## config.mk

```make
export PLATFORM = sky130hd
export DESIGN_NAME = rmq_isqrt
export DESIGN_NICKNAME = d
export VERILOG_FILES = /design/src/rtl/rmq_pkg.sv /design/src/rtl/rmq_isqrt.sv
export SDC_FILE = /design/constraint.sdc
export NUM_CORES = 1
export LEC_CHECK = 0
export BUFFER_PORTS_ARGS = -buffer_cell sky130_fd_sc_hd__buf_2
export CAP_MARGIN = 0
export CORE_UTILIZATION = 60
export CTS_BUF_LIST = sky130_fd_sc_hd__clkbuf_8
export CTS_CLUSTER_DIAMETER = 60
export DETAILED_ROUTE_END_ITERATION = 10
export GPL_ROUTABILITY_DRIVEN = 0
export PLACE_DENSITY_LB_ADDON = 0.3
export RECOVER_POWER = 25
export SLEW_MARGIN = 20
export SYNTH_ARGS = -nofsm -noshare
export SYNTH_HDL_FRONTEND = slang
export SYNTH_SLANG_ARGS = --single-unit
```

## constraint.sdc

```tcl
create_clock -name clk_i -period 6.3 [get_ports clk_i]
set_input_delay 0.63 -clock clk_i [delete_from_list [all_inputs] [get_ports clk_i]]
set_output_delay 0.63 -clock clk_i [all_outputs]
set_load 0.02 [all_outputs]
```

## src/rtl/rmq_pkg.sv

```systemverilog
`timescale 1ns / 1ps

package rmq_pkg;

  localparam int IN_W  = 16;
  localparam int NUM_W = IN_W + 1;
  localparam int OUT_W = 16;

  typedef enum logic [1:0] {
    COMP_X,
    COMP_Y,
    COMP_Z,
    COMP_W
  } comp_e;

  // sideband that rides along the square root stages
  typedef struct packed {
    logic                          valid;
    logic                          bad;
    comp_e                         prin;
    logic [3:0][NUM_W-1:0]         num;
  } sq_side_t;

  // sideband that rides along the divider stages
  typedef struct packed {
    logic                          valid;
    logic                          bad;
    comp_e                         prin;
    logic [3:0]                    neg;
    logic [OUT_W-1:0]              pval;
  } div_side_t;

endpackage

```

## src/rtl/rmq_isqrt.sv

```systemverilog
`timescale 1ns / 1ps

// Pipelined integer square root, one result bit per stage.
module rmq_isqrt import rmq_pkg::*; #(
  parameter int SW = 16
) (
  input  logic            clk_i,
  input  logic            en_i,
  input  logic [2*SW-1:0] rad_i,
  output logic [SW-1:0]   root_o
);

  logic [SW+1:0]   rem_q  [SW];
  logic [SW-1:0]   root_q [SW];
  logic [2*SW-1:0] x_q    [SW];

  for (genvar k = 0; k < SW; k++) begin : g_stage
    logic [SW+1:0]   rem_p, rem_s, trial;
    logic [SW-1:0]   root_p;
    logic [2*SW-1:0] x_p;
    logic            ge;

    if (k == 0) begin : g_first
      assign rem_p  = '0;
      assign root_p = '0;
      assign x_p    = rad_i;
    end else begin : g_next
      assign rem_p  = rem_q[k-1];
      assign root_p = root_q[k-1];
      assign x_p    = x_q[k-1];
    end

    always_comb begin
      rem_s = {rem_p[SW-1:0], x_p[2*SW-1 -: 2]};
      trial = {root_p, 2'b01};
      ge    = (rem_s >= trial);
    end

    always_ff @(posedge clk_i) begin
      if (en_i) begin
        rem_q[k]  <= ge ? (rem_s - trial) : rem_s;
        root_q[k] <= {root_p[SW-2:0], ge};
        x_q[k]    <= x_p << 2;
      end
    end
  end

  assign root_o = root_q[SW-1];

endmodule

```

== Yosys cells after proc, flatten, opt, wreduce, memory -nomap -nowiden ==
Memory sizes are Yosys's and may differ from the RTL's.
Cells that the tools add are included.
Cells by class
  add/subtract/negate cells: 16
  $lt $le $gt $ge: 16
  mux-type cells: 18
Operator list (number)
  2-to-1 mux 18 bit: 16
  greater-or-equal comparator 18 bit: 15
  subtractor 18 bit: 15
  subtractor 2 x 1 -> 3 bit, second input constant: 1
  greater-or-equal comparator 2 x 1 -> 1 bit, second input constant: 1
  2-to-1 mux 1 bit: 2
Storage, ports and cells
  flip-flop bits (word level): 0
  memory bits (writable): 1024
  bits of input ports: 34
  output and inout bits: 16
  word-level logic and storage cells: 53
  memories: 3
Memories
  x_q: words 16, width 30, read ports 15, clocked after memory_dff 0, wr ports 16, RTL line rmq_isqrt.sv:15  | logic [2*SW-1:0] x_q [SW];
  rem_q: words 16, width 18, read ports 15, clocked after memory_dff 0, wr ports 16, RTL line rmq_isqrt.sv:13  | logic [SW+1:0] rem_q [SW];
  root_q: words 16, width 16, read ports 16, clocked after memory_dff 0, wr ports 16, RTL line rmq_isqrt.sv:14  | logic [SW-1:0] root_q [SW];

== Longest topological paths before layout ==
An unclocked memory read counts as a cell.
  word-level depth: 3
  mapped depth: 12
  mapped depth without buffers: 9

== Worst setup path after synthesis ==
OpenSTA, ideal clock, no wires.
  kind: register -> register
  start point: mem rem_q[1][77] in the netlist's numbering
  end point: mem rem_q[1][100] in the netlist's numbering (data pin)
  library setup time: 0.260 ns
  data arrival time: 2.495 ns
  required time: 6.040 ns
  slack: 3.545 ns
  cell stages (with the launch flop): 10
  path buffers: 1
  clock period less this slack: 2.755 ns
  cells stage by stage: edfxtp_1 -> ha_1 -> and3_2 -> nand2_2 -> or3_4 -> o41ai_4 -> nor3_2 -> a21oi_4 -> buf_12 -> mux2_4
RTL lines (RTL line)
  start: declaration: rmq_isqrt.sv:13

==> key figures <==
STA
  • Max Slew Vio Count: 0
  • Peak Freq: ~290 MHz
  • Worst slew pin tran: 981.0 ps
  • Setup TNS: 0 ps
  • Final Setup Violations: 0
  • Fin crit share: a little over half
  • Slew HR: 34.41%
  • RSZ-0062 raised after global routing: no
  • Clock Skews: 34.07 ps
  • Min Tclk post-route: about 3400 ps
  • Fin Hold WS: between 100 and 150 ps
  • Hold Vio Cnt, Final: 0

Clock network
  • Clk Latency, worst-skew pair: 680 ps
  • Clock sink count: 600
  • Cts repair resizes: 0
  • Max clock buf depth: 3
  • CTS Root Cell: clkbuf_8
  • Total setup buffers inserted after CTS: 0
  • Number of hold buffers added after cts: 0
  • Num CTS Buffers: 95
  • Clock transition at the registers of the reported paths: 60 ps
  • Max H-tree Level: 3
  • TritonCTS clock tree: built

Route
  • Initial DRC count: 1190
  • DRC errors left: 0
  • Routed wire length: about 46000 um
  • Via count: between 15000 and 20000
  • Routed len/inst: 16.12 um
  • DRT Pass-1 Iters: 6
  • Vias/cell: around 5.6
  • Remaining antenna violation count: 0

Logic synthesis
  • Cell area after synthesis: approximately 27000 um2
  • Sequential-to-total area share from yosys stat: approximately two thirds
  • Warnings, synthesis: 0
  • Avg Cell Area, Syn: around 13 um2
  • Yosys reg bits: 600
  • Top area cells in the synthesized netlist: edfxtp_1 (66%), ha_1 (6.9%), xnor2_1 (2.7%)
  • Async SR Flop Fraction: 0%
  • EDFF count, synth: 600
  • Area leader, netlist: edfxtp_1
  • Synth Net Count: 2225
  • Synth top area share: approximately two thirds
  • Top_reg_cell synth: edfxtp_1
  • Yosys cell types: 79
  • Post-Synthesis Cells: 2039

Die
  • DIE AREA: around 47000 um2
  • Die W: approximately 220 um
  • Core Area: between 40000 and 50000 um2
  • Row cnt: 77
  • Die H: between 200 and 250 um
  • Initial Util: 61.41%
  • Io pins: 50

Layout
  • Commonest non-fill, non-tap cell in the layout: edfxtp_1
  • Share of layout cells above drive strength 1: 9.879%
  • Sequential cell area: between 15000 and 20000 um2
  • ANT cells: 0
  • Multi-input gate area: approximately 8500 um2
  • Layout area overhead: 9.985%
  • Final instance area: between 30000 and 40000 um2
  • Most frequent cells in the layout: edfxtp_1 (600), inv_1 (212), ha_1 (152)
  • Final nets: approximately 2400
  • Filler Cell Count: around 3000

Flow run
  • Max Cap Viol: 0

Critical path
  • Critical path class: flop to flop
  • Element type at the critical path start: flop
  • CP max-delay cell: nand3_1
  • Crit path top cell by count: o31ai_1
  • Crit path cell chain: ha_1 -> nor2b_1 -> o31ai_1 -> a21oi_1 -> o31ai_1 -> nand3_1 -> mux2_2
  • Worst setup path start: rem_q[1][36]
  • Crit path largest cell delay: ~740 ps
  • Crit-path leading delay family: simple AND/OR/NAND/NOR gates
  • Worst Path Required: slightly below 7000 ps
  • WP data arrival: about 3800 ps
  • Max Fanout on Critical Path: 24
  • Crit. End Element: flop
  • Worst R2R Start: rem_q[1][36]
  • Worst Path Buf+Inv: 0

Pwr
  • VDD IR-drop max: roughly 0.25 mV
  • Pwr/cell area: between 300 and 400 nW/um2
  • Leak: roughly 12 nW

GRT
  • Initial antenna violation count: 0
  • Tot GR Track Use: approximately 20%
  • Gr ovfl total: 0
  • Largest net degree at the start of global routing: 175
  • Vias in the first global route: ~16000
  • First-pass GRT wire length: between 70000 and 80000 um

Placed design
  • Post-DP Area: 28360 um2
  • Port Buffer Count: 49
  • Post-detail-place hpwl: approximately 31000 um

Worst hold path
  • Hold Crit Start: rad_i[8]
  • Worst hold-check path type: input port to flop

Outcome
  • Status: finished clean
-- cells in the mapped netlist, types with 8 or more instances --
cell	count
nand2_1	137
nor4_1	25
o21bai_1	11
a21o_1	36
nand4_1	19
xnor2_1	86
mux2_2	15
a31oi_1	11
nor3_1	37
inv_1	185
a21oi_1	103
xor2_1	76
o21ai_0	104
mux2_4	8
a211oi_1	8
edfxtp_1	600
ha_1	152
nor2b_1	15
or3_1	19
nand2b_1	26
o21a_1	32
o211ai_1	12
nand3b_1	8
nor2_1	132
clkbuf_1	25
o31ai_1	17
nand3_1	29
or4_1	9
-- registers in the layout (all words and copies together) (netlist names) --
| register | cells |
|---|---|
| x_q | 240 |
| root_q | 136 |
| rem_q | 224 |
-- layer usage --
layer,wire length [um],vias to the layer above,track usage (%)
li1,-,7782,-
met1,19570,7602,25.35
met2,22630,424,33.60
met3,2345,72,3.820
met4,1047,0,8.369
met5,0,-,0
-- cells by family after synthesis --
family	count (synthesis)	synth area share (%)
DFF	600	65.78
and+or+nand+nor	495	8.825
AOI/OAI and AO/OA	386	9.004
buffers and inverters	216	3.056
xor gates and xnor gates	162	5.180
adders and majority gates	152	6.943
muxes	27	1.201
other	1	0.01369
-- power by group --
group	switching (W)	total [W]	internal, W
Sequential	0.000247	0.00523	0.00498
Clock	0.00148	0.00308	0.00160
Combinational	0.000945	0.00168	0.000739
Total	0.00267	0.00999	0.00732
-- final timing paths --
path                  end  slack (ps)  cells past startpoint
min reg2reg    x_q[1][88]         410                      0
max          rem_q[1][65]        2890                      7
max reg2reg  rem_q[1][65]        2890                      7
min             x_q[0][8]         130                      1
-- worst reg2reg max path, delay by kind of cell, from the launching register on --
family                     cells  cell delay (ps)
AOI/OAI and AO/OA              3              910
DFF                            1              400
adders and majority gates      1              370
muxes                          1              550
and+or+nand+nor                2              910
-- cell type report --
| class | instances | share of cell area [%] |
|---|---|---|
| flip-flops and latches | 600 | 59.81 |
| multi-input cells | 1223 | 28.35 |
| clock buffers | 96 | 4.386 |
| well taps | 592 | 2.459 |
| inverters | 186 | 2.317 |
| clock inverters | 74 | 1.495 |
| repair buffers | 58 | 1.192 |
-- per-stage QoR --
step           std cells  power [W]  utilization (%)  worst slack [ps]
2_1_floorplan       2039   0.006494                -              3545
5_1_grt             2829    0.01050            67.54              2577
4_1_cts             2829    0.01008            67.54              2898
3_3_place_gp        2659   0.006870            63.56              3083
3_5_place_dp        2659   0.006971            63.57              2913
6_report            2829   0.009986            67.54              2892
Power figures use the tool's default switching activity.
