===== src/rtl/rmq_pkg.sv =====
`timescale 1ns / 1ps

package rmq_pkg;

  localparam int IN_W  = 16;
  localparam int NUM_W = IN_W + 1;
  localparam int OUT_W = 16;

  typedef enum logic [1:0] {
    COMP_X,
    COMP_Y,
    COMP_Z,
    COMP_W
  } comp_e;

  // sideband that rides along the square root stages
  typedef struct packed {
    logic                          valid;
    logic                          bad;
    comp_e                         prin;
    logic [3:0][NUM_W-1:0]         num;
  } sq_side_t;

  // sideband that rides along the divider stages
  typedef struct packed {
    logic                          valid;
    logic                          bad;
    comp_e                         prin;
    logic [3:0]                    neg;
    logic [OUT_W-1:0]              pval;
  } div_side_t;

endpackage


===== src/rtl/rmq_div.sv =====
`timescale 1ns / 1ps

// Pipelined restoring divider, one quotient bit per stage.
module rmq_div import rmq_pkg::*; #(
  parameter int DW = 32,
  parameter int VW = 17
) (
  input  logic          clk_i,
  input  logic          en_i,
  input  logic [DW-1:0] dvd_i,
  input  logic [VW-1:0] dvs_i,
  output logic [DW-1:0] quo_o
);

  logic [VW-1:0] rem_q [DW];
  logic [VW-1:0] v_q   [DW];
  logic [DW-1:0] d_q   [DW];
  logic [DW-1:0] quo_q [DW];

  for (genvar k = 0; k < DW; k++) begin : g_stage
    logic [VW-1:0] rem_p, v_p;
    logic [DW-1:0] d_p, quo_p;
    logic [VW:0]   rem_s, rem_n;
    logic          ge;

    if (k == 0) begin : g_first
      assign rem_p = '0;
      assign v_p   = dvs_i;
      assign d_p   = dvd_i;
      assign quo_p = '0;
    end else begin : g_next
      assign rem_p = rem_q[k-1];
      assign v_p   = v_q[k-1];
      assign d_p   = d_q[k-1];
      assign quo_p = quo_q[k-1];
    end

    always_comb begin
      rem_s = {rem_p, d_p[DW-1]};
      ge    = (rem_s >= {1'b0, v_p});
      rem_n = ge ? (rem_s - {1'b0, v_p}) : rem_s;
    end

    always_ff @(posedge clk_i) begin
      if (en_i) begin
        rem_q[k] <= rem_n[VW-1:0];
        v_q[k]   <= v_p;
        d_q[k]   <= d_p << 1;
        quo_q[k] <= {quo_p[DW-2:0], ge};
      end
    end
  end

  assign quo_o = quo_q[DW-1];

endmodule


===== config.mk =====
export PLATFORM = sky130hd
export DESIGN_NAME = rmq_div
export DESIGN_NICKNAME = d
export VERILOG_FILES = /design/src/rtl/rmq_pkg.sv /design/src/rtl/rmq_div.sv
export SDC_FILE = /design/constraint.sdc
export NUM_CORES = 2
export LEC_CHECK = 0
export ABC_CLOCK_PERIOD_IN_PS = 4600
export BUFFER_PORTS_ARGS = -buffer_cell sky130_fd_sc_hd__buf_2
export CAP_MARGIN = 15
export CORE_AREA = 5 5 439 441
export CTS_BUF_LIST = sky130_fd_sc_hd__clkbuf_4 sky130_fd_sc_hd__clkbuf_8
export DETAILED_ROUTE_END_ITERATION = 12
export DIE_AREA = 0 0 444 446
export PLACE_DENSITY = 0.66
export SYNTH_ARGS = -nofsm -noshare
export SYNTH_HDL_FRONTEND = slang
export SYNTH_SLANG_ARGS = --single-unit
export TNS_END_PERCENT = 5

===== constraint.sdc =====
create_clock -name clk_i -period 4.6 [get_ports clk_i]
set_input_delay 0.92 -clock clk_i [delete_from_list [all_inputs] [get_ports clk_i]]
set_output_delay 0.92 -clock clk_i [all_outputs]
set_load 0.05 [all_outputs]

Word-level counts from Yosys, hierarchy flattened
Memory sizes are Yosys's and may differ from the RTL's.
Index checks and enable logic that the tools add are counted.

word-level totals
  bits in registers = 0
  memories = 4
  bits in writable memories = 3104

memories
  name   words  bits a word  read ports  clocked after Yosys merged registers in  wr ports  line           RTL
  quo_q  32     32           32          0                                        32        rmq_div.sv:18  logic [DW-1:0] quo_q [DW];
  d_q    32     31           31          0                                        32        rmq_div.sv:17  logic [DW-1:0] d_q [DW];
  rem_q  32     17           31          0                                        32        rmq_div.sv:15  logic [VW-1:0] rem_q [DW];
  v_q    32     17           31          0                                        32        rmq_div.sv:16  logic [VW-1:0] v_q [DW];

cells by class
  magnitude comparators = 32
  mux-type cells = 34
  add/sub/neg operators = 32

operators by type and width
  operator                        number
  >= comparator 18 x 17 -> 1 bit  31
  two-way mux 17 bit              32
  subtractor 17 bit               31
  >= comparator 1 x 17 -> 1 bit   1
  subtractor 1 x 17 -> 17 bit     1
  two-way mux 1 bit               2

Longest topological paths before layout
An unclocked memory read counts as a cell.

  depth after elaboration = 3
  mapped depth = 14
  gate-level depth less buffers = 12

Worst setup path before layout
Ideal clock, no wire load.

  path type = reg2reg
  start point = memory d_q[0][30] (netlist bit)
  end point = memory rem_q[1][13] (netlist: rem_q[0][30]), data pin
  arrival = 3137 ps
  clock period less this slack = 3399 ps
  slack = 1201 ps
  stages on the path, launching flop included = 13
  cell sequence = edfxtp_1 inv_1 ha_1 inv_1 fa_1 a21o_1 a221o_1 a221oi_4 o31ai_1 o32a_1 a211oi_4 inv_2 mux2_1

RTL lines
  item         line
  from (decl)  rmq_div.sv:17
  to (decl)    rmq_div.sv:15

==> results.cfg <==
[floorplan]
dieArea_sq_mm = 0.1980
fp.dieW_um = 444
start_util_pct = 49.57
core-area_sq_mm = 0.1888
placementRows = 160
ios = 83
die_h_um = 446

[critical_path]
timing.critical_path.arrival_ns = 4.55
bufs_and_invs_on_worst_path = 3
category_of_the_worst_setup_path_capture_point = flop
critical_path.cell_chain = inv_1 > ha_1 > inv_1 > fa_1 > a21o_1 > a21o_1 > a2111oi_0 > nor2_1 > a21oi_1 > a21oi_2 > buf_8 > mux2_2
critical_path.slowest_cell = sky130_fd_sc_hd__a2111oi_0
cp-endpoint = rem_q[1][193]
cp_num_cells = 12
setup.worst_path.start_class = flop
worstSetupPathType = flop to flop
r2r-start = d_q[1][340]
crit_fanout = 18
cp_top_family = compound AO/OA/AOI/OAI gates
worstSetupStartpoint = d_q[1][340]
worstReg2RegEnd = rem_q[1][193]
reg2reg_slack_ns = 0.79
required_time_at_the_endpoint_of_the_critical_path_ns = 5.34
r2r.worst_path.cells = 12
worst_path_largest_cell_delay_ns = 0.67

[pwr]
netSwitchingFraction_pct = 32.98
p_clk_share_pct = 23.1
power.leakage_nw = 40.63
power.ir.vdd_worst_mv = 0.3521
sequentialPowerShare_pct = 41.4
intPower_mw = 45.42
power.density_mw_per_mm2 = 647.9
combPwrFrac_pct = 35.5
p_sw_mw = 22.35

[timing]
final.period_utilization_pct = 82.89
final.setup_skew_ns = 0.08319
finalHoldViolations = 0
grt_setup_unrepaired = false
setup_violations = 0
setup-tns-final_ns = 0
layout_min_cycle_time_ns = 3.813
timing.slew.headroom_pct = 29.63
max_freq_mhz = 262.3
report.final.slew_viol_count = 0
transition_time_at_the_pin_with_the_least_slew_margin_ns = 1.056

[synthesis]
netlist_area_sq_mm = 0.09358
synth_largest_type_area_fraction_pct = 66.68
async_reset_ff_share_pct = 0
yosysSeqAreaShare_pct = 66.68
yosysTopAreaCell = sky130_fd_sc_hd__edfxtp_1
yosys_most_used_dff = sky130_fd_sc_hd__edfxtp_1
number_of_enable_flip_flop_cells_after_synthesis = 2078
synth_net_count = 7331
synth.ff_latch_count = 2078
synthesis.yosys.warnings = 0
avgSynthCellArea_sq_um = 13.92
syn_inst_count = 6721
synthDistinctLibCells = 80
netlist_top_cells_area = sky130_fd_sc_hd__edfxtp_1, sky130_fd_sc_hd__ha_1, sky130_fd_sc_hd__inv_1

[routing]
vias = 53140
drt_iter0_drc = 3592
firstDrtPassIters = 7
route.detailed.vias_per_inst = 5.346
remaining_drc_errors = 0
route.met2.wl_mm = 84.34
detail_route_antenna_nets = 0
drt-total-wl_mm = 172.3
routedWlPerCell_um = 17.34
total_routed_wire_length_on_the_met1_layer_mm = 75.23
highest-signal-layer = met5
wl_met3_mm = 7.254

[placed_design]
post-dp-hpwl_mm = 118.5
detailed_place.area_sq_mm = 0.09765
routability_driven_placement_congestion_ratio = 0.8854
buffer_ports.inserted = 82

[global_route]
first_global_vias = 53470
grt_max_degree = 160
initial_antenna_violation_count = 3
global_route.overflow_total = 0
grt_pass1_wl_mm = 276.5
global_route_total_usage_across_every_layer_pct = 17.11

[final_layout]
layout.cells.most_common_list = sky130_fd_sc_hd__edfxtp_1, sky130_fd_sc_hd__inv_1, sky130_fd_sc_hd__ha_1
fin_util_pct = 55.41
area_delta_synth_final_pct = 11.78
layout_commonest_cell = sky130_fd_sc_hd__edfxtp_1
fin_nets = 7802
drive_gt1_share_pct = 12.59
stdcell_area_sq_mm = 0.1046

[clock_network]
cts_clk_pin_slew_worst_paths_ns = 0.05
cts.sinks = 2078
worst_skew_pair.late_latency_ns = 1.03
cts_inserted_buffers = 360
tritoncts = done
cts-root-buf = sky130_fd_sc_hd__clkbuf_8
postCtsSetupBuffers = 0
htree_num_levels = 5
cts-root-to-sink-buffers = 4

[status]
outcome = complete, no violations

[worst_hold_path]
worstHoldPathType = primary input to flop

[job]
max-cap-violations = 0
[worst min path at each step]
stage               cells after the start        start     endpoint  slack (ns)
finish                                  1    dvd_i[28]   d_q[0][28]        0.12
floorplan                               0   d_q[0][68]  d_q[0][100]        0.40
global placement                        0  d_q[1][182]  d_q[1][214]        0.40
CTS                                     1    dvd_i[28]   d_q[0][28]       0.003
detailed placement                      0  d_q[0][110]  d_q[0][142]        0.40
global route                            1    dvd_i[28]   d_q[0][28]        0.02
[worst reg2reg max path, delay by kind of cell, from the launching register on]
family / cells / cell delay (ns)
AOI/OAI and AO/OA: 5 / 1.78
adders and majority gates: 2 / 0.56
buffers and inverters: 3 / 0.37
DFF: 1 / 0.36
muxes: 1 / 0.28
and+or+nand+nor: 1 / 0.17
[per-stage QoR]
stage | hold slack (ns) | instances | worst slack [ns] | power, mW
2_1_floorplan | 0.4003 | 6721 | 1.201 | 46.00
3_3_place_gp | 0.4002 | 9305 | 0.9180 | 51.60
3_5_place_dp | 0.4045 | 9305 | 0.8820 | 52.24
4_1_cts | 0.002964 | 9934 | 0.7918 | 68.43
5_1_grt | 0.02215 | 9941 | 0.6442 | 72.51
6_report | 0.1220 | 9941 | 0.7872 | 67.77
[timing repair]
item	CTS	global route
endpoints found under the hold margin	35	0
gates resized for setup	0	0
hold buffers	35	0
[sequential cells by signal, indices dropped and copies added (netlist names)]
| signal | count |
|---|---|
| v_q | 527 |
| quo_q | 528 |
| d_q | 496 |
| rem_q | 527 |
[cell families (layout without fill, tap and decap cells)]
kind of cell	after synthesis	in the layout	synth area share (%)
flip-flops	2078	2078	66.68
multiplexers	233	233	2.769
adder cells (fa/ha/maj)	559	559	7.715
AND/OR/NAND/NOR	1184	1184	5.985
AO/OA/AOI/OAI	1501	1501	10.13
buffers and inverters	786	1489	3.166
XOR/XNOR	380	380	3.557
other	0	6	0
[final cells by class]
class                           instances  area [sq um]
Antenna cell                            6         15.01
Clock buffer                          466          5782
Clock inverter                        128         795.8
Fill cell                           15280         84170
Inverter                              703          2639
Multi-Input combinational cell       3857         28290
Sequential cell                      2078         62400
Tap cell                             2511          3142
Timing Repair Buffer                  192          1546
[cell usage after synthesis (11+ instances only)]
master / count
sky130_fd_sc_hd__or2_2: 17
sky130_fd_sc_hd__o31ai_1: 29
sky130_fd_sc_hd__o21ai_0: 416
sky130_fd_sc_hd__nor3b_1: 11
sky130_fd_sc_hd__and2_1: 37
sky130_fd_sc_hd__a21o_1: 193
sky130_fd_sc_hd__or3_1: 14
sky130_fd_sc_hd__a221oi_1: 13
sky130_fd_sc_hd__xor2_1: 147
sky130_fd_sc_hd__a211oi_1: 44
sky130_fd_sc_hd__o21bai_1: 58
sky130_fd_sc_hd__and3_1: 28
sky130_fd_sc_hd__nor2_1: 252
sky130_fd_sc_hd__xnor2_1: 233
sky130_fd_sc_hd__edfxtp_1: 2078
sky130_fd_sc_hd__a2111oi_0: 20
sky130_fd_sc_hd__nand2b_1: 55
sky130_fd_sc_hd__nor4_1: 25
sky130_fd_sc_hd__nand3b_1: 15
sky130_fd_sc_hd__and4_1: 14
sky130_fd_sc_hd__mux2_2: 205
sky130_fd_sc_hd__a21oi_1: 389
sky130_fd_sc_hd__inv_1: 701
sky130_fd_sc_hd__nor3_1: 62
sky130_fd_sc_hd__nand4_1: 56
sky130_fd_sc_hd__o41ai_1: 13
sky130_fd_sc_hd__a31oi_1: 63
sky130_fd_sc_hd__nand3_1: 72
sky130_fd_sc_hd__ha_1: 529
sky130_fd_sc_hd__o211ai_1: 20
sky130_fd_sc_hd__clkbuf_1: 73
sky130_fd_sc_hd__nand2_1: 448
sky130_fd_sc_hd__o21a_1: 63
sky130_fd_sc_hd__a31o_2: 14
sky130_fd_sc_hd__nor2b_1: 59
sky130_fd_sc_hd__o22ai_1: 16
sky130_fd_sc_hd__a21boi_0: 23
sky130_fd_sc_hd__fa_1: 30
sky130_fd_sc_hd__mux2i_1: 26
sky130_fd_sc_hd__o31a_1: 14
[layer usage]
metal	track usage, %	vias to the layer above
met3	3.002	397
li1	-	26010
met2	29.14	1089
met4	6.388	2
met5	0	-
met1	22.04	25640
[power by group through the flow]
stage,clock network (mW),logic (mW),registers (mW)
final,15.6,24.1,28.0
after global routing,17.2,26.9,28.4
after CTS,16.3,24.0,28.1
after detailed placement,0,23.8,28.5
after global placement,0,23.1,28.5
after floorplan,0,18.5,27.5
Note: power is estimated with default switching activity, not from simulation.
